<file path="config.mk">
export PLATFORM = sky130hd
export DESIGN_NAME = key_matrix_ghost_filter_unit_flat
export DESIGN_NICKNAME = d
export VERILOG_FILES = /design/src/design/kmgf_pkg.sv /design/src/design/kmgf_if.sv /design/src/design/key_matrix_ghost_filter_unit.sv /design/src/design/kmgf_row_check.sv /design/src/design/kmgf_seq.sv /design/src/flat_wrapper.sv
export VERILOG_INCLUDE_DIRS = /design/src /design/src/design
export SDC_FILE = /design/constraint.sdc
export NUM_CORES = 1
export LEC_CHECK = 0
export BUFFER_PORTS_ARGS = -buffer_cell sky130_fd_sc_hd__buf_2
export CAP_MARGIN = 20
export CORE_UTILIZATION = 40
export CTS_BUF_LIST = sky130_fd_sc_hd__clkbuf_4 sky130_fd_sc_hd__clkbuf_8
export DETAILED_ROUTE_END_ITERATION = 8
export PLACE_DENSITY = 0.54
export SLEW_MARGIN = 30
export SYNTH_ARGS = -nofsm -noshare
export SYNTH_HDL_FRONTEND = slang
export SYNTH_HIERARCHICAL = 1
export SYNTH_SLANG_ARGS = --single-unit
export TNS_END_PERCENT = 30
</file>
<file path="constraint.sdc">
create_clock -name clk -period 8 [get_ports clk]
set_input_delay 0.8 -clock clk [delete_from_list [all_inputs] [get_ports clk]]
set_output_delay 0.8 -clock clk [all_outputs]
set_load 0.02 [all_outputs]
</file>
<file path="src/design/key_matrix_ghost_filter_unit_defines.svh">
// Assertion macros shared by the ghost filter RTL.
`ifndef KEY_MATRIX_GHOST_FILTER_UNIT_DEFINES_SVH
`define KEY_MATRIX_GHOST_FILTER_UNIT_DEFINES_SVH

// Same-cycle implication, checked on every rising edge outside reset.
`define KMGF_ASSERT_IMP(label, ante, cons) \
  label: assert property (@(posedge clk) disable iff (rst) (ante) |-> (cons)) \
    else $error("ghost filter assertion failed");

// Next-cycle implication, checked on every rising edge outside reset.
`define KMGF_ASSERT_NXT(label, ante, cons) \
  label: assert property (@(posedge clk) disable iff (rst) (ante) |=> (cons)) \
    else $error("ghost filter assertion failed");

`endif

</file>
<file path="src/design/kmgf_pkg.sv">
package kmgf_pkg;

  localparam int MAX_ROWS = 16;
  localparam int MAX_COLS = 16;
  localparam int ROW_W    = $clog2(MAX_ROWS);
  localparam int KEY_W    = 4;
  localparam int SIZE_W   = 5;
  localparam int CFG_IDX_W = 1;

  localparam logic [SIZE_W-1:0] SIZE_RESET = SIZE_W'(16);

  localparam logic [CFG_IDX_W-1:0] CFG_ROWS_IN_USE = CFG_IDX_W'(0);
  localparam logic [CFG_IDX_W-1:0] CFG_COLS_IN_USE = CFG_IDX_W'(1);

  typedef struct packed {
    logic             action;
    logic [KEY_W-1:0] key_row;
    logic [KEY_W-1:0] key_col;
  } kmgf_req_t;

  typedef struct packed {
    logic forward;
    logic tracked;
  } kmgf_res_t;

  // Columns below the configured count.
  function automatic logic [MAX_COLS-1:0] col_mask(input logic [SIZE_W-1:0] cols);
    logic [MAX_COLS-1:0] m;
    for (int c = 0; c < MAX_COLS; c++) begin
      m[c] = (c < int'(cols));
    end
    return m;
  endfunction

  function automatic logic [MAX_COLS-1:0] col_onehot(input logic [KEY_W-1:0] col);
    logic [MAX_COLS-1:0] m;
    for (int c = 0; c < MAX_COLS; c++) begin
      m[c] = (int'(col) == c);
    end
    return m;
  endfunction

  // Zero counts as one, anything above the top counts as the top.
  function automatic logic [SIZE_W-1:0] clamp_size(input logic [SIZE_W-1:0] v,
                                                   input int top);
    logic [SIZE_W-1:0] r;
    if (v == '0) begin
      r = SIZE_W'(1);
    end else if (int'(v) > top) begin
      r = SIZE_W'(top);
    end else begin
      r = v;
    end
    return r;
  endfunction

endpackage

</file>
<file path="src/design/kmgf_if.sv">
interface kmgf_event_if;
  logic                      valid;
  logic                      ready;
  logic                      action;
  logic [kmgf_pkg::KEY_W-1:0] key_row;
  logic [kmgf_pkg::KEY_W-1:0] key_col;

  modport source (output valid, output action, output key_row, output key_col,
                  input ready);
  modport sink   (input valid, input action, input key_row, input key_col,
                  output ready);
endinterface

interface kmgf_result_if;
  logic valid;
  logic ready;
  logic forward;
  logic tracked;

  modport source (output valid, output forward, output tracked, input ready);
  modport sink   (input valid, input forward, input tracked, output ready);
endinterface

</file>
<file path="src/design/key_matrix_ghost_filter_unit.sv">
// A result reaches the output register from the sequencer's done state: an event outside the
// configured area goes there straight from idle, a release after reading its own row, and a press
// after also scanning the configured rows. The next event is taken only once the result has left
// the sequencer; a press scans one stored row per cycle through the key map's single read port.
// Reset (synchronous, active high): no key held, both size registers at 16, no result.
`include "key_matrix_ghost_filter_unit_defines.svh"

module key_matrix_ghost_filter_unit (
  input  logic                               clk,
  input  logic                               rst,
  input  logic                               cfg_write,
  input  logic [kmgf_pkg::CFG_IDX_W-1:0]     cfg_index,
  input  logic [kmgf_pkg::SIZE_W-1:0]        cfg_data,
  kmgf_event_if.sink                         events,
  kmgf_result_if.source                      results
);

  // Size registers as written; clamping happens on the way into the sequencer.
  logic [kmgf_pkg::SIZE_W-1:0] rows_in_use;
  logic [kmgf_pkg::SIZE_W-1:0] cols_in_use;
  logic [kmgf_pkg::SIZE_W-1:0] rows_eff;
  logic [kmgf_pkg::SIZE_W-1:0] cols_eff;

  logic                start;
  logic                seq_idle;
  logic                seq_done;
  logic                res_take;
  kmgf_pkg::kmgf_req_t req;
  kmgf_pkg::kmgf_res_t seq_res;

  // Output register: it holds a finished result while the sink stalls.
  logic                out_valid;
  kmgf_pkg::kmgf_res_t out_res;

  always_ff @(posedge clk) begin
    if (rst) begin
      rows_in_use <= kmgf_pkg::SIZE_RESET;
      cols_in_use <= kmgf_pkg::SIZE_RESET;
    end else if (cfg_write) begin
      case (cfg_index)
        kmgf_pkg::CFG_ROWS_IN_USE: rows_in_use <= cfg_data;
        kmgf_pkg::CFG_COLS_IN_USE: cols_in_use <= cfg_data;
        default: ;
      endcase
    end
  end

  assign rows_eff = kmgf_pkg::clamp_size(rows_in_use, kmgf_pkg::MAX_ROWS);
  assign cols_eff = kmgf_pkg::clamp_size(cols_in_use, kmgf_pkg::MAX_COLS);

  // The sequencer takes a new beat only when it has returned to idle.
  assign events.ready = seq_idle;
  assign start        = events.valid & seq_idle;
  assign req.action   = events.action;
  assign req.key_row  = events.key_row;
  assign req.key_col  = events.key_col;

  kmgf_seq u_seq (
    .clk      (clk),
    .rst      (rst),
    .start    (start),
    .req      (req),
    .rows_eff (rows_eff),
    .cols_eff (cols_eff),
    .res_take (res_take),
    .idle     (seq_idle),
    .done     (seq_done),
    .res      (seq_res)
  );

  // A finished result moves across when the output register is empty or is
  // being emptied in the same cycle.
  assign res_take = seq_done & (~out_valid | results.ready);

  always_ff @(posedge clk) begin
    if (rst) begin
      out_valid <= 1'b0;
    end else if (res_take) begin
      out_valid <= 1'b1;
    end else if (results.ready) begin
      out_valid <= 1'b0;
    end
  end

  always_ff @(posedge clk) begin
    if (res_take) begin
      out_res <= seq_res;
    end
  end

  assign results.valid   = out_valid;
  assign results.forward = out_res.forward;
  assign results.tracked = out_res.tracked;

  // An accepted event always takes the sequencer out of idle in the next cycle.
  `KMGF_ASSERT_NXT(a_busy_after_accept, start, !events.ready)
  // Only a press can be blocked, and an untracked event is always passed on.
  `KMGF_ASSERT_IMP(a_untracked_forwarded, out_valid && !out_res.tracked, out_res.forward)
  // A finished result is never offered while the sequencer claims to be idle.
  `KMGF_ASSERT_IMP(a_done_not_idle, seq_done, !seq_idle)
  // A result handed over is visible at the output in the next cycle.
  `KMGF_ASSERT_NXT(a_take_loads_output, res_take, out_valid)

endmodule

</file>
<file path="src/design/kmgf_row_check.sv">
// Ghost test of one stored row against the row of the pressed switch.
module kmgf_row_check (
  input  logic [kmgf_pkg::MAX_COLS-1:0] row_bits,
  input  logic [kmgf_pkg::MAX_COLS-1:0] own_bits,
  input  logic [kmgf_pkg::MAX_COLS-1:0] others,
  input  logic [kmgf_pkg::MAX_COLS-1:0] col_bit,
  output logic                          hit
);

  logic [kmgf_pkg::MAX_COLS-1:0] m;
  logic                          held;

  always_comb begin
    m    = row_bits & others;
    held = |(row_bits & col_bit);
    // With the same column held in this row, one more corner anywhere is enough.
    hit  = held ? |(m | own_bits) : |(m & own_bits);
  end

endmodule

</file>
<file path="src/design/kmgf_seq.sv">
// Sequencer with the pressed-key map: reads the own row, then for a press one row a cycle.
module kmgf_seq (
  input  logic                            clk,
  input  logic                            rst,
  input  logic                            start,
  input  kmgf_pkg::kmgf_req_t             req,
  input  logic [kmgf_pkg::SIZE_W-1:0]     rows_eff,
  input  logic [kmgf_pkg::SIZE_W-1:0]     cols_eff,
  input  logic                            res_take,
  output logic                            idle,
  output logic                            done,
  output kmgf_pkg::kmgf_res_t             res
);

  typedef enum logic [3:0] {
    ST_IDLE = 4'b0001,
    ST_OWN  = 4'b0010,
    ST_SCAN = 4'b0100,
    ST_DONE = 4'b1000
  } kmgf_state_t;

  kmgf_state_t state;

  logic [kmgf_pkg::MAX_COLS-1:0] map_mem [kmgf_pkg::MAX_ROWS];
  logic [kmgf_pkg::MAX_ROWS-1:0] row_valid;
  logic [kmgf_pkg::ROW_W-1:0]    rd_addr;
  logic [kmgf_pkg::MAX_COLS-1:0] rd_bits;
  logic                          rd_ok;
  logic [kmgf_pkg::MAX_COLS-1:0] row_bits;

  logic                          act_q;
  logic [kmgf_pkg::ROW_W-1:0]    row_q;
  logic [kmgf_pkg::MAX_COLS-1:0] colbit_q;
  logic [kmgf_pkg::MAX_COLS-1:0] others_q;
  logic [kmgf_pkg::SIZE_W-1:0]   rows_q;
  logic [kmgf_pkg::MAX_COLS-1:0] own_q;
  logic [kmgf_pkg::ROW_W-1:0]    chk_row;
  logic                          ghost_q;
  logic                          ghost_next;
  logic                          hit;
  logic                          last_row;
  logic                          out_of_range;
  kmgf_pkg::kmgf_res_t           res_q;

  always_comb begin
    case (state)
      ST_IDLE: rd_addr = kmgf_pkg::ROW_W'(req.key_row);
      ST_OWN:  rd_addr = '0;
      ST_SCAN: rd_addr = kmgf_pkg::ROW_W'(chk_row + 1'b1);
      default: rd_addr = '0;
    endcase
  end

  always_ff @(posedge clk) begin
    rd_bits <= map_mem[rd_addr];
    rd_ok   <= row_valid[rd_addr];
  end

  assign row_bits = rd_ok ? rd_bits : '0;

  kmgf_row_check u_check (
    .row_bits (row_bits),
    .own_bits (own_q & others_q),
    .others   (others_q),
    .col_bit  (colbit_q),
    .hit      (hit)
  );

  always_comb begin
    ghost_next   = ghost_q | (hit & (chk_row != row_q));
    last_row     = ({1'b0, chk_row} == kmgf_pkg::SIZE_W'(rows_q - 1'b1));
    out_of_range = ({1'b0, req.key_row} >= rows_eff) || ({1'b0, req.key_col} >= cols_eff);
  end

  always_ff @(posedge clk) begin
    if (rst) begin
      state     <= ST_IDLE;
      row_valid <= '0;
    end else begin
      case (state)
        ST_IDLE: begin
          if (start) begin
            act_q    <= req.action;
            row_q    <= kmgf_pkg::ROW_W'(req.key_row);
            colbit_q <= kmgf_pkg::col_onehot(req.key_col);
            others_q <= kmgf_pkg::col_mask(cols_eff) & ~kmgf_pkg::col_onehot(req.key_col);
            rows_q   <= rows_eff;
            if (out_of_range) begin
              res_q.forward <= 1'b1;
              res_q.tracked <= 1'b0;
              state         <= ST_DONE;
            end else begin
              state <= ST_OWN;
            end
          end
        end
        ST_OWN: begin
          own_q   <= row_bits;
          ghost_q <= 1'b0;
          chk_row <= '0;
          if (!act_q) begin
            map_mem[row_q]   <= row_bits & ~colbit_q;
            row_valid[row_q] <= 1'b1;
            res_q.forward    <= 1'b1;
            res_q.tracked    <= 1'b1;
            state            <= ST_DONE;
          end else begin
            state <= ST_SCAN;
          end
        end
        ST_SCAN: begin
          ghost_q <= ghost_next;
          if (last_row) begin
            res_q.tracked <= 1'b1;
            if (ghost_next) begin
              res_q.forward <= 1'b0;
            end else begin
              map_mem[row_q]   <= own_q | colbit_q;
              row_valid[row_q] <= 1'b1;
              res_q.forward    <= 1'b1;
            end
            state <= ST_DONE;
          end else begin
            chk_row <= kmgf_pkg::ROW_W'(chk_row + 1'b1);
          end
        end
        ST_DONE: begin
          if (res_take) begin
            state <= ST_IDLE;
          end
        end
        default: state <= ST_IDLE;
      endcase
    end
  end

  assign idle = (state == ST_IDLE);
  assign done = (state == ST_DONE);
  assign res  = res_q;

endmodule

</file>
<file path="src/flat_wrapper.sv">
// flat-port wrapper written by rule: the top's interface ports become plain ports
module key_matrix_ghost_filter_unit_flat 
  (clk, rst, cfg_write, cfg_index, cfg_data, events_valid, events_action, events_key_row, events_key_col, events_ready, results_valid, results_forward, results_tracked, results_ready);
  kmgf_event_if events_i ();
  kmgf_result_if results_i ();
  input  logic clk;
  input  logic rst;
  input  logic cfg_write;
  input  logic [kmgf_pkg::CFG_IDX_W-1:0] cfg_index;
  input  logic [kmgf_pkg::SIZE_W-1:0] cfg_data;
  input wire logic [$bits(events_i.valid)-1:0] events_valid;
  input wire logic [$bits(events_i.action)-1:0] events_action;
  input wire logic [$bits(events_i.key_row)-1:0] events_key_row;
  input wire logic [$bits(events_i.key_col)-1:0] events_key_col;
  output wire logic [$bits(events_i.ready)-1:0] events_ready;
  output wire logic [$bits(results_i.valid)-1:0] results_valid;
  output wire logic [$bits(results_i.forward)-1:0] results_forward;
  output wire logic [$bits(results_i.tracked)-1:0] results_tracked;
  input wire logic [$bits(results_i.ready)-1:0] results_ready;
  assign events_i.valid = events_valid;
  assign events_i.action = events_action;
  assign events_i.key_row = events_key_row;
  assign events_i.key_col = events_key_col;
  assign events_ready = events_i.ready;
  assign results_valid = results_i.valid;
  assign results_forward = results_i.forward;
  assign results_tracked = results_i.tracked;
  assign results_i.ready = results_ready;
  key_matrix_ghost_filter_unit u_core (.clk(clk), .rst(rst), .cfg_write(cfg_write), .cfg_index(cfg_index), .cfg_data(cfg_data), .events(events_i), .results(results_i));
endmodule
</file>
==> reports/summary.txt <==
Status -> complete, no violations
Arr. time, crit path -> 4.29 ns
First-pass GRT wire length -> 60100 um
Area of the multi-input gates -> 4420 um^2
CTS tree -> yes
PostCTS Resize Cnt -> 0
Initial core utilization -> 40.8%
Yosys reg bits -> 371
Die width -> 198 um
Setup_tns -> 0 ns
Leakage Power -> 0.00590 uW
Register area -> 10700 um^2
I/O Buffers -> 23
Nets -> 1320
Hold_ws -> 0.354 ns
Core Area -> 37800 um^2
Routed Antenna Nets -> 0
CP max-delay cell -> nor2_2
Die area -> 39300 um^2
Post-layout min period -> 4.04 ns
Post-CTS setup buffer count -> 0
Hold Path Depth -> 1
Synth area leader -> edfxtp_1
Max Slew Vio Count -> 0
Pre-antenna DRT Iters -> 5
Final hold vios -> 0
RSZ-0062 raised after global routing -> false
Async SR Flop Fraction -> 0%
Vias per std cell -> 5.38
Worst Path Max Fanout -> 36
Max-cap violations -> 0
Ratio of cells with drive above 1 in the final layout -> 14.6%
Highest clock rate -> 248 MHz
Post-synthesis sequential area ratio -> 69.1%
Hpwl dp -> 24900 um
Pin count of the biggest net entering global routing -> 75
Overflow after GRT -> 0
Hold-fix buffers, CTS -> 0
Worst min-delay path class -> in2reg
Setup violations, final -> 0
Post-Syn Area -> 15400 um^2
Via Count -> 9961
Slowest stage delay, CP -> 0.94 ns
Area growth from synthesis to final layout -> 13.2%
Ys flop type -> edfxtp_1
Vias in the first global route -> 9481
P per Cell Area -> 260 nW/um^2
Library cells used by synthesis -> 56
Final Skew -> 0.0480 ns
Relative slew margins -> 30.1%
FP Rows -> 71
Least-Margin Pin Slew -> 1.05 ns
CP Launch Type -> flop
Initial antenna violation count -> 2
Ranking of synthesized cells by area -> edfxtp_1 (63%), dfxtp_1 (6.2%), nand2_1 (5.9%)
Bufs on Longest Clock Path -> 3
Layout fillers -> 3533
Post-synth EDFFs -> 323
Post-Route WL -> 40300 um
Worst vdd ir -> 0.000153 V
TritonCTS Buffers -> 61
Element type at the critical path end -> flop
Setup CP Type -> reg2reg
Root Driver -> clkbuf_8
Diode count -> 0
Gate Count Post-Synth -> 1244
Clock Latency Late Sink -> 0.67 ns
Synth Warn # -> 6
CTS H-tree lvls -> 2
Initial DRC Count -> 805
Wirelength per Cell -> 21.8 um
GPL Wtd Cong -> 0.842
Syn_nets -> 1274
# DRC -> 0
Pre-CTS WS -> 4.07 ns
Period utilisation layout -> 50.4%
I/O pin cnt -> 24
Total clock sinks -> 371
GR Util All Layers -> 20.9%
Worst-path clk slew -> 0.06 ns
Top-area cell type share of the netlist area -> 62.9%
Worst R2R Path Depth -> 10
Avg Cell Area, Syn -> 12.4 um^2
Vertical die dimension -> 198 um
CP cell instances -> and2_1, a22o_1, a221oi_2, nand4_1, mux2i_1, a21oi_1, and4b_1, buf_4, o21ai_1, nor2_2
CP required -> 8.25 ns
Final WS setup -> 3.96 ns
[cell usage in the layout, fill, tap and decap left out, types with 11 or more instances in the layout]
cell / count
nand4_1: 43
clkbuf_4: 34
nand3_1: 115
dfxtp_1: 48
buf_2: 23
inv_1: 32
nor2_1: 32
edfxtp_1: 323
nand2b_1: 37
nor2_2: 11
mux2i_1: 28
nor2b_1: 11
and2_1: 38
o21ai_0: 41
o21ai_1: 14
buf_4: 25
a21oi_1: 20
o22ai_1: 17
nand2_1: 244
a32oi_1: 17
clkbuf_8: 65
[state kept, by name, summed over array words and instances (netlist names), 2 cells and up]
signal and count:
u_core/cols_in_use 5, u_core/rows_in_use 5, u_core/u_seq/chk_row 4, u_core/u_seq/colbit_q 16, u_core/u_seq/map_mem 256, u_core/u_seq/others_q 16
u_core/u_seq/own_q 16, u_core/u_seq/rd_bits 16, u_core/u_seq/res 2, u_core/u_seq/row_q 4, u_core/u_seq/row_valid 16, u_core/u_seq/rows_q 5
u_core/u_seq/state 4
[worst paths after layout]
| kind | from | endpoint | slack [ns] |
|---|---|---|---|
| max | u_core/u_seq/rd_ok | u_core/u_seq/map_mem[11][6] | 3.96 |
| min | events_action | u_core/u_seq/act_q | 0.35 |
| max reg2reg | u_core/u_seq/rd_ok | u_core/u_seq/map_mem[11][6] | 3.96 |
| min reg2reg | u_core/u_seq/res[0] | u_core/results.tracked | 0.43 |
[report_power, final]
part	internal (uW)	switching, uW
clock	940	743
combinational	179	437
sequential	2200	35.8
total	3320	1220
[cells in the mapped netlist (all sizes together), types with 4 or more instances]
master  number
xnor2       10
nand2b      37
nand2      244
clkbuf      24
nand4       43
nor2b       12
nor4         7
buf         43
mux2i       28
a22o         4
nor4b        4
a21oi       20
ha          10
a22oi       10
and2        38
o22ai       17
o21ai       58
nand3      115
edfxtp     323
nor2        50
nor3         9
a221oi       4
dfxtp       48
o211ai       7
a32oi       17
inv         32
[routing by layer]
layer | part of all wire [%] | GRT usage (%) | vias up | routed length, um
li1 | - | - | 4643 | -
met1 | 45 | 30.1 | 4925 | 18300
met2 | 46 | 31.8 | 332 | 18400
met3 | 6.7 | 4.09 | 61 | 2690
met4 | 2.3 | 6.55 | 0 | 936
met5 | 0 | 0 | - | 0
[stage by stage]
step                area (um^2)  instances  util (%)  power, uW
global route              17500       1851      46.1       4710
detailed placement        16200       1738      42.8       2890
floorplan                 15400       1244         -       2630
global placement          16100       1736      42.6       2880
finish                    17500       1851      46.1       4530
CTS                       17400       1851      46.1       4580
[worst max-delay path: cells and delay by family, from the launching register on]
kind,cells,cell delay (ns)
buffers and inverters,1,0.33
AND/OR/NAND/NOR,4,1.60
flip-flops,1,0.45
AO/OA/AOI/OAI,4,1.05
multiplexers,1,0.21
[area by class of cell]
class,count,area share [%]
Timing Repair Buffer,50,2.05
Clock buffer,99,6.59
Sequential cell,371,61.1
Clock inverter,14,0.616
Tap cell,511,3.66
Multi-Input combinational cell,774,25.3
Inverter,32,0.688
[cell families (layout without fill, tap and decap cells)]
family / count (synthesis) / after routing / synth area share, %
adders and majority gates: 10 / 10 / 0.811
buffers and inverters: 99 / 195 / 2.93
xor gates and xnor gates: 11 / 11 / 0.625
and+or+nand+nor: 575 / 575 / 18.1
muxes: 28 / 28 / 1.82
DFF: 371 / 371 / 69.1
AOI/OAI and AO/OA: 150 / 150 / 6.61
Power figures use the tool's default switching activity.
